[config.mk]
export PLATFORM = sky130hd
export DESIGN_NAME = annexb_nal_unit_splitter_core
export DESIGN_NICKNAME = d
export VERILOG_FILES = /design/src/rtl/core/anbs_pkg.sv /design/src/rtl/core/anbs_front.sv /design/src/rtl/core/anbs_queue.sv /design/src/rtl/core/anbs_back.sv /design/src/rtl/core/annexb_nal_unit_splitter_core.sv
export SDC_FILE = /design/constraint.sdc
export NUM_CORES = 1
export LEC_CHECK = 0
export BUFFER_PORTS_ARGS = -buffer_cell sky130_fd_sc_hd__buf_2
export CAP_MARGIN = 25
export CORE_UTILIZATION = 55
export CTS_CLUSTER_SIZE = 16
export DETAILED_ROUTE_END_ITERATION = 6
export PLACE_DENSITY_LB_ADDON = 0.25
export SYNTH_ARGS = -nofsm -noshare
export SYNTH_HDL_FRONTEND = slang
export SYNTH_SLANG_ARGS = --single-unit
export TNS_END_PERCENT = 100
[constraint.sdc]
create_clock -name i_clk -period 16.3 [get_ports i_clk]
set_clock_uncertainty 0.15 [all_clocks]
set_input_delay 3.26 -clock i_clk [delete_from_list [all_inputs] [get_ports i_clk]]
set_output_delay 3.26 -clock i_clk [all_outputs]
set_load 0.02 [all_outputs]
[src/rtl/core/anbs_pkg.sv]
`timescale 1ns / 1ps

package anbs_pkg;

    localparam int QDEPTH = 4;
    localparam int QAW    = $clog2(QDEPTH);

    localparam logic [7:0] BYTE_ZERO = 8'h00;
    localparam logic [7:0] BYTE_ONE  = 8'h01;
    localparam logic [1:0] MIN_ZEROS = 2'd2;
    localparam logic [1:0] MAX_HELD  = 2'd3;

    localparam logic [1:0] ST_OK        = 2'd0;
    localparam logic [1:0] ST_MALFORMED = 2'd1;
    localparam logic [1:0] ST_NO_START  = 2'd2;
    localparam logic [1:0] ST_UNTERM    = 2'd3;

    typedef enum logic [1:0] {
        PH_HEADER = 2'd0,
        PH_UNIT   = 2'd1,
        PH_ERROR  = 2'd2
    } t_phase;

    // One input byte's worth of results, in this order:
    // zero payload bytes, data payload byte, mid-stream close, tail result.
    typedef struct packed {
        logic [2:0] nzero;
        logic       has_data;
        logic [7:0] data;
        logic       first;
        logic       mid_close;
        logic       has_tail;
        logic       tail_end;
        logic [1:0] tail_status;
    } t_cmd;

endpackage

[src/rtl/core/anbs_front.sv]
`timescale 1ns / 1ps

module anbs_front (
    input  logic               i_clk,
    input  logic               i_rst_n,
    input  logic               i_valid,
    input  logic [7:0]         i_data_byte,
    input  logic               i_last_byte,
    input  logic               i_q_full,
    input  logic               i_cfg_valid,
    input  logic               i_cfg_data,
    output logic               o_accept,
    output logic               o_push,
    output anbs_pkg::t_cmd     o_cmd
);

    anbs_pkg::t_phase r_phase, n_phase;
    logic [1:0]       r_hzc, n_hzc;
    logic [1:0]       r_held, n_held;
    logic             r_has, n_has;
    logic             r_fp, n_fp;
    logic             r_ecu;

    anbs_pkg::t_cmd   cmd;
    logic [2:0]       z1;
    logic [2:0]       z2;
    logic [1:0]       held_s;
    logic             has_s;
    logic             fp_s;

    assign o_accept = i_valid && !i_q_full;
    assign o_cmd    = cmd;
    assign o_push   = o_accept && ((cmd.nzero != 3'd0) || cmd.has_data || cmd.mid_close
                                   || cmd.has_tail);

    always_comb begin
        n_phase = r_phase;
        n_hzc   = r_hzc;
        n_held  = r_held;
        n_has   = r_has;
        n_fp    = r_fp;
        cmd     = '0;
        z1      = 3'd0;
        z2      = 3'd0;
        held_s  = r_held;
        has_s   = r_has;
        fp_s    = r_fp;
        cmd.data  = i_data_byte;
        cmd.first = r_fp;

        case (r_phase)
            anbs_pkg::PH_HEADER: begin
                if (i_data_byte == anbs_pkg::BYTE_ZERO) begin
                    if (r_hzc < anbs_pkg::MIN_ZEROS) begin
                        n_hzc = r_hzc + 2'd1;
                    end
                    if (i_last_byte) begin
                        cmd.has_tail    = 1'b1;
                        cmd.tail_status = anbs_pkg::ST_NO_START;
                    end
                end else if (i_data_byte == anbs_pkg::BYTE_ONE
                             && r_hzc >= anbs_pkg::MIN_ZEROS) begin
                    n_phase = anbs_pkg::PH_UNIT;
                    n_held  = 2'd0;
                    n_has   = 1'b0;
                    n_fp    = 1'b1;
                    if (i_last_byte) begin
                        cmd.has_tail    = 1'b1;
                        cmd.tail_end    = 1'b1;
                        cmd.tail_status = r_ecu ? anbs_pkg::ST_OK : anbs_pkg::ST_UNTERM;
                    end
                end else begin
                    cmd.has_tail    = 1'b1;
                    cmd.tail_status = anbs_pkg::ST_MALFORMED;
                    n_phase         = anbs_pkg::PH_ERROR;
                end
            end
            anbs_pkg::PH_UNIT: begin
                if (i_data_byte == anbs_pkg::BYTE_ZERO) begin
                    if (r_held == anbs_pkg::MAX_HELD) begin
                        // release the oldest held zero
                        z1    = 3'd1;
                        has_s = 1'b1;
                        fp_s  = 1'b0;
                    end else begin
                        held_s = r_held + 2'd1;
                    end
                end else if (i_data_byte == anbs_pkg::BYTE_ONE
                             && r_held >= anbs_pkg::MIN_ZEROS) begin
                    z1            = {2'b00, (r_held == anbs_pkg::MAX_HELD) && !r_has};
                    cmd.mid_close = 1'b1;
                    held_s        = 2'd0;
                    has_s         = 1'b0;
                    fp_s          = 1'b1;
                end else begin
                    z1           = {1'b0, r_held};
                    cmd.has_data = 1'b1;
                    held_s       = 2'd0;
                    has_s        = 1'b1;
                    fp_s         = 1'b0;
                end
                n_held = held_s;
                n_has  = has_s;
                n_fp   = fp_s;
                if (i_last_byte) begin
                    // flush held zeros, stripping the final one when allowed;
                    // two or more held zeros put a payload byte ahead of the last
                    if (held_s != 2'd0) begin
                        z2 = {1'b0, held_s} - 3'd1
                             + {2'b00, !(r_ecu && (has_s
                                                   || held_s >= anbs_pkg::MIN_ZEROS))};
                    end
                    cmd.has_tail    = 1'b1;
                    cmd.tail_end    = 1'b1;
                    cmd.tail_status = r_ecu ? anbs_pkg::ST_OK : anbs_pkg::ST_UNTERM;
                end
                cmd.nzero = z1 + z2;
            end
            default: begin
                n_phase = anbs_pkg::PH_ERROR;
            end
        endcase

        if (i_last_byte) begin
            n_phase = anbs_pkg::PH_HEADER;
            n_hzc   = 2'd0;
            n_held  = 2'd0;
            n_has   = 1'b0;
            n_fp    = 1'b1;
        end
    end

    always_ff @(posedge i_clk) begin
        if (!i_rst_n) begin
            r_phase <= anbs_pkg::PH_HEADER;
            r_hzc   <= 2'd0;
            r_held  <= 2'd0;
            r_has   <= 1'b0;
            r_fp    <= 1'b1;
            r_ecu   <= 1'b1;
        end else begin
            if (o_accept) begin
                r_phase <= n_phase;
                r_hzc   <= n_hzc;
                r_held  <= n_held;
                r_has   <= n_has;
                r_fp    <= n_fp;
            end
            if (i_cfg_valid) begin
                r_ecu <= i_cfg_data;
            end
        end
    end

endmodule

[src/rtl/core/anbs_queue.sv]
`timescale 1ns / 1ps

module anbs_queue (
    input  logic               i_clk,
    input  logic               i_rst_n,
    input  logic               i_push,
    input  anbs_pkg::t_cmd     i_cmd,
    input  logic               i_pop,
    output anbs_pkg::t_cmd     o_head,
    output logic               o_empty,
    output logic               o_full
);

    anbs_pkg::t_cmd              r_mem [anbs_pkg::QDEPTH];
    logic [anbs_pkg::QAW-1:0]    r_wp;
    logic [anbs_pkg::QAW-1:0]    r_rp;
    logic [anbs_pkg::QAW:0]      r_cnt;

    assign o_head  = r_mem[r_rp];
    assign o_empty = (r_cnt == '0);
    assign o_full  = (r_cnt == (anbs_pkg::QAW + 1)'(anbs_pkg::QDEPTH));

    always_ff @(posedge i_clk) begin
        if (i_push) begin
            r_mem[r_wp] <= i_cmd;
        end
    end

    always_ff @(posedge i_clk) begin
        if (!i_rst_n) begin
            r_wp  <= '0;
            r_rp  <= '0;
            r_cnt <= '0;
        end else begin
            if (i_push) begin
                r_wp <= r_wp + 1'b1;
            end
            if (i_pop) begin
                r_rp <= r_rp + 1'b1;
            end
            if (i_push && !i_pop) begin
                r_cnt <= r_cnt + 1'b1;
            end else if (i_pop && !i_push) begin
                r_cnt <= r_cnt - 1'b1;
            end
        end
    end

endmodule

[src/rtl/core/anbs_back.sv]
`timescale 1ns / 1ps

module anbs_back (
    input  logic               i_clk,
    input  logic               i_rst_n,
    input  anbs_pkg::t_cmd     i_head,
    input  logic               i_empty,
    output logic               o_pop,
    input  logic               i_stall,
    output logic               o_valid,
    output logic [7:0]         o_out_byte,
    output logic               o_byte_valid,
    output logic               o_first_of_unit,
    output logic               o_end_of_unit,
    output logic [1:0]         o_status,
    output logic               o_last_result
);

    logic             r_busy;
    anbs_pkg::t_cmd   r_work;
    logic             r_valid;
    logic [7:0]       r_byte;
    logic             r_bvalid;
    logic             r_first;
    logic             r_end;
    logic [1:0]       r_status;
    logic             r_last;

    anbs_pkg::t_cmd   eff;
    anbs_pkg::t_cmd   rem;
    logic             eff_valid;
    logic             load;
    logic             rem_empty;
    logic [7:0]       n_byte;
    logic             n_bvalid;
    logic             n_first;
    logic             n_end;
    logic [1:0]       n_status;

    assign eff       = r_busy ? r_work : i_head;
    assign eff_valid = r_busy || !i_empty;
    assign load      = eff_valid && (!r_valid || !i_stall);
    assign o_pop     = load && !r_busy;

    // Emit the next result of the current beat and keep what remains.
    always_comb begin
        rem      = eff;
        n_byte   = 8'h00;
        n_bvalid = 1'b0;
        n_first  = 1'b0;
        n_end    = 1'b0;
        n_status = anbs_pkg::ST_OK;
        if (eff.nzero != 3'd0) begin
            n_bvalid  = 1'b1;
            n_first   = eff.first;
            rem.nzero = eff.nzero - 3'd1;
            rem.first = 1'b0;
        end else if (eff.has_data) begin
            n_byte       = eff.data;
            n_bvalid     = 1'b1;
            n_first      = eff.first;
            rem.has_data = 1'b0;
            rem.first    = 1'b0;
        end else if (eff.mid_close) begin
            n_end         = 1'b1;
            rem.mid_close = 1'b0;
        end else begin
            n_end        = eff.tail_end;
            n_status     = eff.tail_status;
            rem.has_tail = 1'b0;
        end
        rem_empty = (rem.nzero == 3'd0) && !rem.has_data && !rem.mid_close && !rem.has_tail;
    end

    always_ff @(posedge i_clk) begin
        if (!i_rst_n) begin
            r_busy  <= 1'b0;
            r_valid <= 1'b0;
        end else begin
            if (load) begin
                r_busy  <= !rem_empty;
                r_valid <= 1'b1;
            end else if (!i_stall) begin
                r_valid <= 1'b0;
            end
        end
    end

    always_ff @(posedge i_clk) begin
        if (load) begin
            r_work   <= rem;
            r_byte   <= n_byte;
            r_bvalid <= n_bvalid;
            r_first  <= n_first;
            r_end    <= n_end;
            r_status <= n_status;
            r_last   <= rem_empty;
        end
    end

    assign o_valid         = r_valid;
    assign o_out_byte      = r_byte;
    assign o_byte_valid    = r_bvalid;
    assign o_first_of_unit = r_first;
    assign o_end_of_unit   = r_end;
    assign o_status        = r_status;
    assign o_last_result   = r_last;

endmodule

[src/rtl/core/annexb_nal_unit_splitter_core.sv]
`timescale 1ns / 1ps

// An accepted byte's results pass through the queue and then the output register.
// Throughput: one byte per cycle while o_stall is low and each byte yields at most one
// result; a byte yielding k results (up to five) holds the output register until all k
// are out; a four-entry queue between classifier and result generator absorbs bursts.
// Reset (i_rst_n low, synchronous): header search, queue empty, end_closes_unit = 1.
module annexb_nal_unit_splitter_core (
    input  logic        i_clk,
    input  logic        i_rst_n,
    input  logic        i_valid,
    input  logic [7:0]  i_data_byte,
    input  logic        i_last_byte,
    output logic        o_stall,
    output logic        o_valid,
    output logic [7:0]  o_out_byte,
    output logic        o_byte_valid,
    output logic        o_first_of_unit,
    output logic        o_end_of_unit,
    output logic [1:0]  o_status,
    output logic        o_last_result,
    input  logic        i_stall,
    input  logic        i_cfg_valid,
    input  logic        i_cfg_data,
    output logic        o_cfg_ready
);

    anbs_pkg::t_cmd cmd;
    anbs_pkg::t_cmd head;
    logic           push;
    logic           pop;
    logic           q_empty;
    logic           q_full;
    logic           accept;

    assign o_stall     = q_full;
    assign o_cfg_ready = 1'b1;

    anbs_front u_front (
        .i_clk       (i_clk),
        .i_rst_n     (i_rst_n),
        .i_valid     (i_valid),
        .i_data_byte (i_data_byte),
        .i_last_byte (i_last_byte),
        .i_q_full    (q_full),
        .i_cfg_valid (i_cfg_valid && o_cfg_ready),
        .i_cfg_data  (i_cfg_data),
        .o_accept    (accept),
        .o_push      (push),
        .o_cmd       (cmd)
    );

    anbs_queue u_queue (
        .i_clk   (i_clk),
        .i_rst_n (i_rst_n),
        .i_push  (push && accept),
        .i_cmd   (cmd),
        .i_pop   (pop),
        .o_head  (head),
        .o_empty (q_empty),
        .o_full  (q_full)
    );

    anbs_back u_back (
        .i_clk           (i_clk),
        .i_rst_n         (i_rst_n),
        .i_head          (head),
        .i_empty         (q_empty),
        .o_pop           (pop),
        .i_stall         (i_stall),
        .o_valid         (o_valid),
        .o_out_byte      (o_out_byte),
        .o_byte_valid    (o_byte_valid),
        .o_first_of_unit (o_first_of_unit),
        .o_end_of_unit   (o_end_of_unit),
        .o_status        (o_status),
        .o_last_result   (o_last_result)
    );

endmodule
==> out/qor.yml, run 1 <==
outcome:
  status: "completed"
layout:
  antennaDiodeCount: 0
  areaGrowthSynthToFinish_pct: 16.1
  drive_gt1_share_pct: 21.2
  nets: 445
worst_setup_path:
  slowest_stage: "or4_1"
  reg2reg_slack_ns: 11.54
  arrival_ns: 8.02
  crit_path_max_incr_delay_ns: 0.68
  crit_type: "primary input to register"
  crit_path_frequent_cell: "ha_1"
  crit_required_ns: 16.57
  cp_cell_sequence: "buf_2 > or4_1 > nor2_2 > nand2_1 > ha_1 > ha_1 > nor2_1 > fa_1 > or4_4 > a21oi_2 > o31a_1 > ha_1 > inv_1 > fa_1 > xor2_1 > or3_1 > a21boi_0"
  start_kind: "primary input"
  r2r_cells: 16
  crit_buf_inv: 2
  path_max_fanout: 10
  cp-end-kind: "register"
  r2r-start: "u_front.r_held[1]$_SDFFE_PN0P_"
  timing.rr.end: "u_queue.r_cnt[2]$_SDFFE_PN0P_"
  critical-path-top-delay-family: "simple AND/OR/NAND/NOR gates"
cts:
  post_cts.repair.setup_buffers: 0
  clk_pin_slew_worst_paths_ns: 0.06
  clk_path_buf_depth: 2
  cts_resized: 0
  htreeDepth: 4
  clk-insertion-delay-late_ns: 0.50
  numCtsBuffers: 17
  cts_hold_buffers: 0
  cts_tree: "built"
  clock_sinks: 124
  cts-root-buf: "clkbuf_8"
logic_synthesis:
  ys_async_sr_fraction_pct: 0
  ys_ff_latch: 124
  synth_top_area_cell: "edfxtp_1"
  synth_ff_type: "edfxtp_1"
  avgSynthCellArea_um2: 14.0
  synth_edf_count: 104
  yosysSeqAreaShare_pct: 65.6
  yosysWarnings: 0
  synth_area_leaders: "edfxtp_1 58%, mux4_2 8.0%, dfxtp_1 7.5%, nand2_1 3.6%, ha_1 2.8%"
  netlist_instances: 383
  synth.most_common_cell: "edfxtp_1"
  yosys.area.top_type_share_pct: 58.2
  synth_area_um2: 5370
  netlist_top_cells_count: "104 x edfxtp_1, 52 x nand2_1, 22 x nor2_1"
  syn_nets: 412
  yosysUniqueCellTypes: 48
hold_path:
  min_to: "u_queue.r_wp[1]$_SDFFE_PN0P_"
  worstHoldPathCells: 2
  hold_path.class: "register to register"
  hp-start: "u_queue.r_wp[1]$_SDFFE_PN0P_"
job:
  maxCapViolCount: 0
global_routing:
  grt_max_degree: 34
  grt_pass1_vias: 3069
  grt_usage_pct: 21.1
  antenna_found_initial: 0
  grt_pass1_wl_mm: 15.6
  grt-ovfl-total: 0
sta:
  tightest_slew_ns: 1.01
  hold_viol: 0
  setup_tns_ns: 0
  rsz0062_at_grt: "false"
  fmax_mhz: 129
  slew_viol_final: 0
  relSlewSlack_pct: 32.3
  setup_viol_count_final: 0
  final.min_clock_period_ns: 7.75
  setup_slack_ns: 8.55
  period_share_pct: 47.6
detailed_routing:
  routed_wirelength_mm: 9.59
  drc_errors: 0
  vias: 3107
  drtAntennaViolNets: 0
  wl_per_cell_um: 17.2
  drtIter0Drc: 195
  viasPerCell: 5.57
  drt_first_pass_iters: 5
pwr:
  p_per_area_nw_per_um2: 180
  p_leak_nw: 2.32
  peakVddDrop_mv: 0.0823
place:
  dp_hpwl_mm: 6.18
  pre_cts_ws_ns: 8.00
  gp_congestion: 0.880
  portBuffers: 30
floorplanning:
  die_h_um: 101
  placementRows: 35
  die_area_um2: 10200
  initial_core_util_pct: 57.6
  coreArea_um2: 9330
  io_pins: 32
  chipWidth_um: 101
==> flip-flops by register name, summed over array words and instances, names as in the netlist, named ones only <==
| signal | cells |
|---|---|
| u_queue.r_cnt | 3 |
| u_queue.r_rp | 2 |
| u_back.o_end_of_unit | 1 |
| u_front.r_has | 1 |
| u_front.r_fp | 1 |
| u_front.r_ecu | 1 |
| u_back.r_busy | 1 |
| u_back.o_status | 2 |
| u_back.o_out_byte | 8 |
| u_queue.r_wp | 2 |
| u_back.o_last_result | 1 |
| u_front.r_hzc | 2 |
| u_back.o_valid | 1 |
| u_back.o_first_of_unit | 1 |
| u_front.r_phase | 2 |
| u_back.r_work | 18 |
| u_back.o_byte_valid | 1 |
| u_front.r_held | 2 |
| u_queue.r_mem | 72 |
==> area by class of cell <==
cell class | instances | area, µm²
Tap cell | 129 | 161
Clock buffer | 17 | 414
Timing Repair Buffer | 33 | 193
Sequential cell | 124 | 3520
Fill cell | 663 | 3090
Multi-Input combinational cell | 227 | 1720
Clock inverter | 15 | 174
Inverter | 13 | 48.8
==> worst reg2reg max path, delay by kind of cell (launching register included) <==
kind / cells / cell delay (ns)
and+or+nand+nor: 5 / 1.55
xor gates and xnor gates: 1 / 0.18
DFF: 1 / 0.40
buffers and inverters: 1 / 0.07
adders and majority gates: 5 / 1.54
AOI/OAI and AO/OA: 4 / 0.81
==> cell usage in the layout (no fill, tap or decap), drive strengths merged, types with 6 or more instances in the layout <==
cell	count
clkbuf	17
dfxtp	20
mux2i	9
nor3	6
nand2	52
clkinvlp	6
o21ai	9
mux4	19
edfxtp	104
inv	14
ha	12
a21oi	19
and2	13
and3	11
buf	33
nor2	23
==> metrics by stage <==
| step | area, µm² | utilization (%) | power (mW) | instances | hold slack (ns) |
|---|---|---|---|---|---|
| global placement | 5620 | 60.3 | 0.748 | 525 | 0.342 |
| finish | 6240 | 66.9 | 1.12 | 558 | 0.351 |
| CTS | 6210 | 66.6 | 1.13 | 557 | 0.354 |
| global route | 6240 | 66.9 | 1.18 | 558 | 0.393 |
| floorplan | 5370 | - | 0.681 | 383 | 0.311 |
| detailed placement | 5620 | 60.3 | 0.756 | 525 | 0.346 |
==> where the power goes <==
| part | switching, mW | internal [mW] | total (mW) | leakage, nW |
|---|---|---|---|---|
| registers | 0.0249 | 0.438 | 0.463 | 1.14 |
| clock network | 0.133 | 0.232 | 0.365 | 0.267 |
| logic | 0.183 | 0.111 | 0.293 | 0.907 |
==> worst max-delay path by stage <==
stage	startpoint	end	slack [ns]	depth (start not counted)
after floorplan	i_data_byte[3]	u_queue.r_cnt[2]$_SDFFE_PN0P_	8.71	18
after global placement	i_data_byte[3]	u_queue.r_cnt[2]$_SDFFE_PN0P_	8.20	17
after detailed placement	i_data_byte[3]	u_queue.r_cnt[2]$_SDFFE_PN0P_	8.00	17
after CTS	i_data_byte[3]	u_queue.r_cnt[2]$_SDFFE_PN0P_	8.50	17
after global routing	i_data_byte[3]	u_queue.r_cnt[2]$_SDFFE_PN0P_	8.27	17
final	i_data_byte[3]	u_queue.r_cnt[2]$_SDFFE_PN0P_	8.55	17
==> cell families (layout without fill, tap and decap cells) <==
group,Yosys count,in the layout,share of synthesized area [%]
buffers and inverters,32,78,2.54
AO/OA/AOI/OAI,47,47,5.75
adder cells (fa/ha/maj),14,14,3.54
other,1,1,0.0698
flip-flops,124,124,65.6
XOR/XNOR,5,5,0.816
AND/OR/NAND/NOR,131,131,11.8
multiplexers,29,29,9.86
==> metal layers <==
metal	track usage (%)	share of wire [%]
met5	0	0
met4	8.25	0.59
met3	5.76	3.3
met2	34.6	51
met1	27.0	45
Power figures use the tool's default switching activity.
==> inputs of run 2 (changes only) <==
- clock period: 16.3 -> 7.19 ns (I/O delays scaled with it)
==> run 2 against run 1 <==
Register-to-register slack lost 9.1 ns. Die area stayed put. Total power rose by 130%. Flip-flop and latch count is the same. Critical path depth unchanged. Worst setup slack worse by 7.3 ns. Global-route usage rose by 1.4 points. Core utilization rose by 0.20 points. Clock-buffer cell count is 5 higher. Routed wire length increased by 5.8%. Final area grew 0.30%. Critical path type unchanged. Largest power group unchanged. Highest routed layer unchanged.
==> out/qor.yml, run 2 (same netlist as run 1, synthesis figures left out) <==
outcome:
  status: "completed"
global_routing:
  grt_max_degree: 34
  antenna_found_initial: 0
  grt_pass1_vias: 3209
  grt_pass1_wl_mm: 16.6
  grt-ovfl-total: 0
  grt_usage_pct: 22.5
job:
  maxCapViolCount: 0
layout:
  nets: 448
  largest_register_ffs: 72
  final_common_cell: "edfxtp_1"
  post-route-cell-area_um2: 6250
  mostFrequentLayoutCells: "104 x edfxtp_1, 52 x nand2_1, 30 x buf_2"
  antennaDiodeCount: 0
  regMostFlops: "u_queue.r_mem"
  drive_gt1_share_pct: 21.5
  areaGrowthSynthToFinish_pct: 16.5
place:
  dp_hpwl_mm: 6.40
  gp_congestion: 0.854
  placed_area_um2: 5650
  portBuffers: 30
cts:
  clk_pin_slew_worst_paths_ns: 0.06
  post_cts.repair.setup_buffers: 0
  cts_tree: "built"
  cts_hold_buffers: 0
  htreeDepth: 4
  cts_resized: 0
  clock_sinks: 124
  cts-root-buf: "clkbuf_8"
  numCtsBuffers: 17
  clk-insertion-delay-late_ns: 0.50
  clk_path_buf_depth: 2
worst_setup_path:
  crit_path_max_incr_delay_ns: 0.69
  crit_path_frequent_cell: "ha_1"
  cp_cell_sequence: "buf_2 > or4_1 > nor2_2 > nand2_1 > ha_1 > ha_1 > nor2_1 > fa_1 > or4_4 > a21oi_2 > o31a_1 > ha_1 > inv_1 > fa_1 > xor2_1 > or3_1 > a21boi_0"
  cp-end-kind: "register"
  path_max_fanout: 10
  crit_required_ns: 7.46
  slowest_stage: "or4_1"
  arrival_ns: 6.18
  start_kind: "primary input"
  crit_type: "primary input to register"
floorplanning:
  initial_core_util_pct: 57.6
  placementRows: 35
  io_pins: 32
  die_area_um2: 10200
  die_h_um: 101
  coreArea_um2: 9330
  chipWidth_um: 101
sta:
  setup_tns_ns: 0
  tightest_slew_ns: 1.03
  setup_viol_count_final: 0
  hold_viol: 0
  fmax_mhz: 169
  final.min_clock_period_ns: 5.91
  slew_viol_final: 0
  period_share_pct: 82.2
  rsz0062_at_grt: "false"
  relSlewSlack_pct: 31.4
pwr:
  peakVddDrop_mv: 0.188
  p_per_area_nw_per_um2: 411
  p_total_mw: 2.57
  p_leak_nw: 2.34
detailed_routing:
  drtAntennaViolNets: 0
  drc_errors: 0
  vias: 3163
  routed_wirelength_mm: 10.2
  drtIter0Drc: 176
  wl_per_cell_um: 18.1
  viasPerCell: 5.64
  drt_first_pass_iters: 4
hold_path:
  hold_path.class: "register to register"
[run 2: area by class of cell]
type	count	area [µm²]
sequential	124	3520
multi-input combinational	227	1720
inverter	13	48.8
clock buffer	22	463
clock inverter	10	141
tap	129	161
timing repair buffer	36	195
fill	657	3070
[run 2: path summary, 6_finish.rpt]
check / from / end / slack (ns) / cells after the start
setup / recovery: i_data_byte[3] / u_queue.r_cnt[2]$_SDFFE_PN0P_ / 1.28 / 17
hold / removal: u_queue.r_wp[0]$_SDFFE_PN0P_ / u_queue.r_wp[0]$_SDFFE_PN0P_ / 0.35 / 2
setup reg to reg: u_front.r_held[1]$_SDFFE_PN0P_ / u_queue.r_cnt[2]$_SDFFE_PN0P_ / 2.48 / 16
hold reg to reg: u_queue.r_wp[0]$_SDFFE_PN0P_ / u_queue.r_wp[0]$_SDFFE_PN0P_ / 0.35 / 2
[run 2: metrics by stage]
step	setup WS [ns]	hold slack [ns]	std cells	utilization [%]
5_1_grt	1.04	0.376	561	67.1
6_report	1.28	0.349	561	67.1
4_1_cts	1.28	0.358	561	67.1
3_5_place_dp	0.757	0.347	529	60.6
3_3_place_gp	0.930	0.332	529	60.6
2_1_floorplan	1.42	0.311	383	-
[run 2: routing by layer]
metal | GRT usage, % | vias up | routed length (µm)
met5 | 0 | - | 0
met4 | 9.03 | 0 | 133
met3 | 5.48 | 13 | 407
met2 | 36.1 | 91 | 5130
met1 | 29.7 | 1548 | 4480
li1 | - | 1511 | -
[run 2: critical path: cells and delay by family]
family	cells	cell delay (ns)
and+or+nand+nor	6	2.10
buffers and inverters	2	0.18
xor gates and xnor gates	1	0.18
adders and majority gates	5	1.53
AOI/OAI and AO/OA	3	0.73
[run 2: power by group]
group	internal, mW	switching (mW)
Combinational	0.246	0.413
Sequential	0.992	0.0673
Clock	0.555	0.298
Total	1.79	0.778
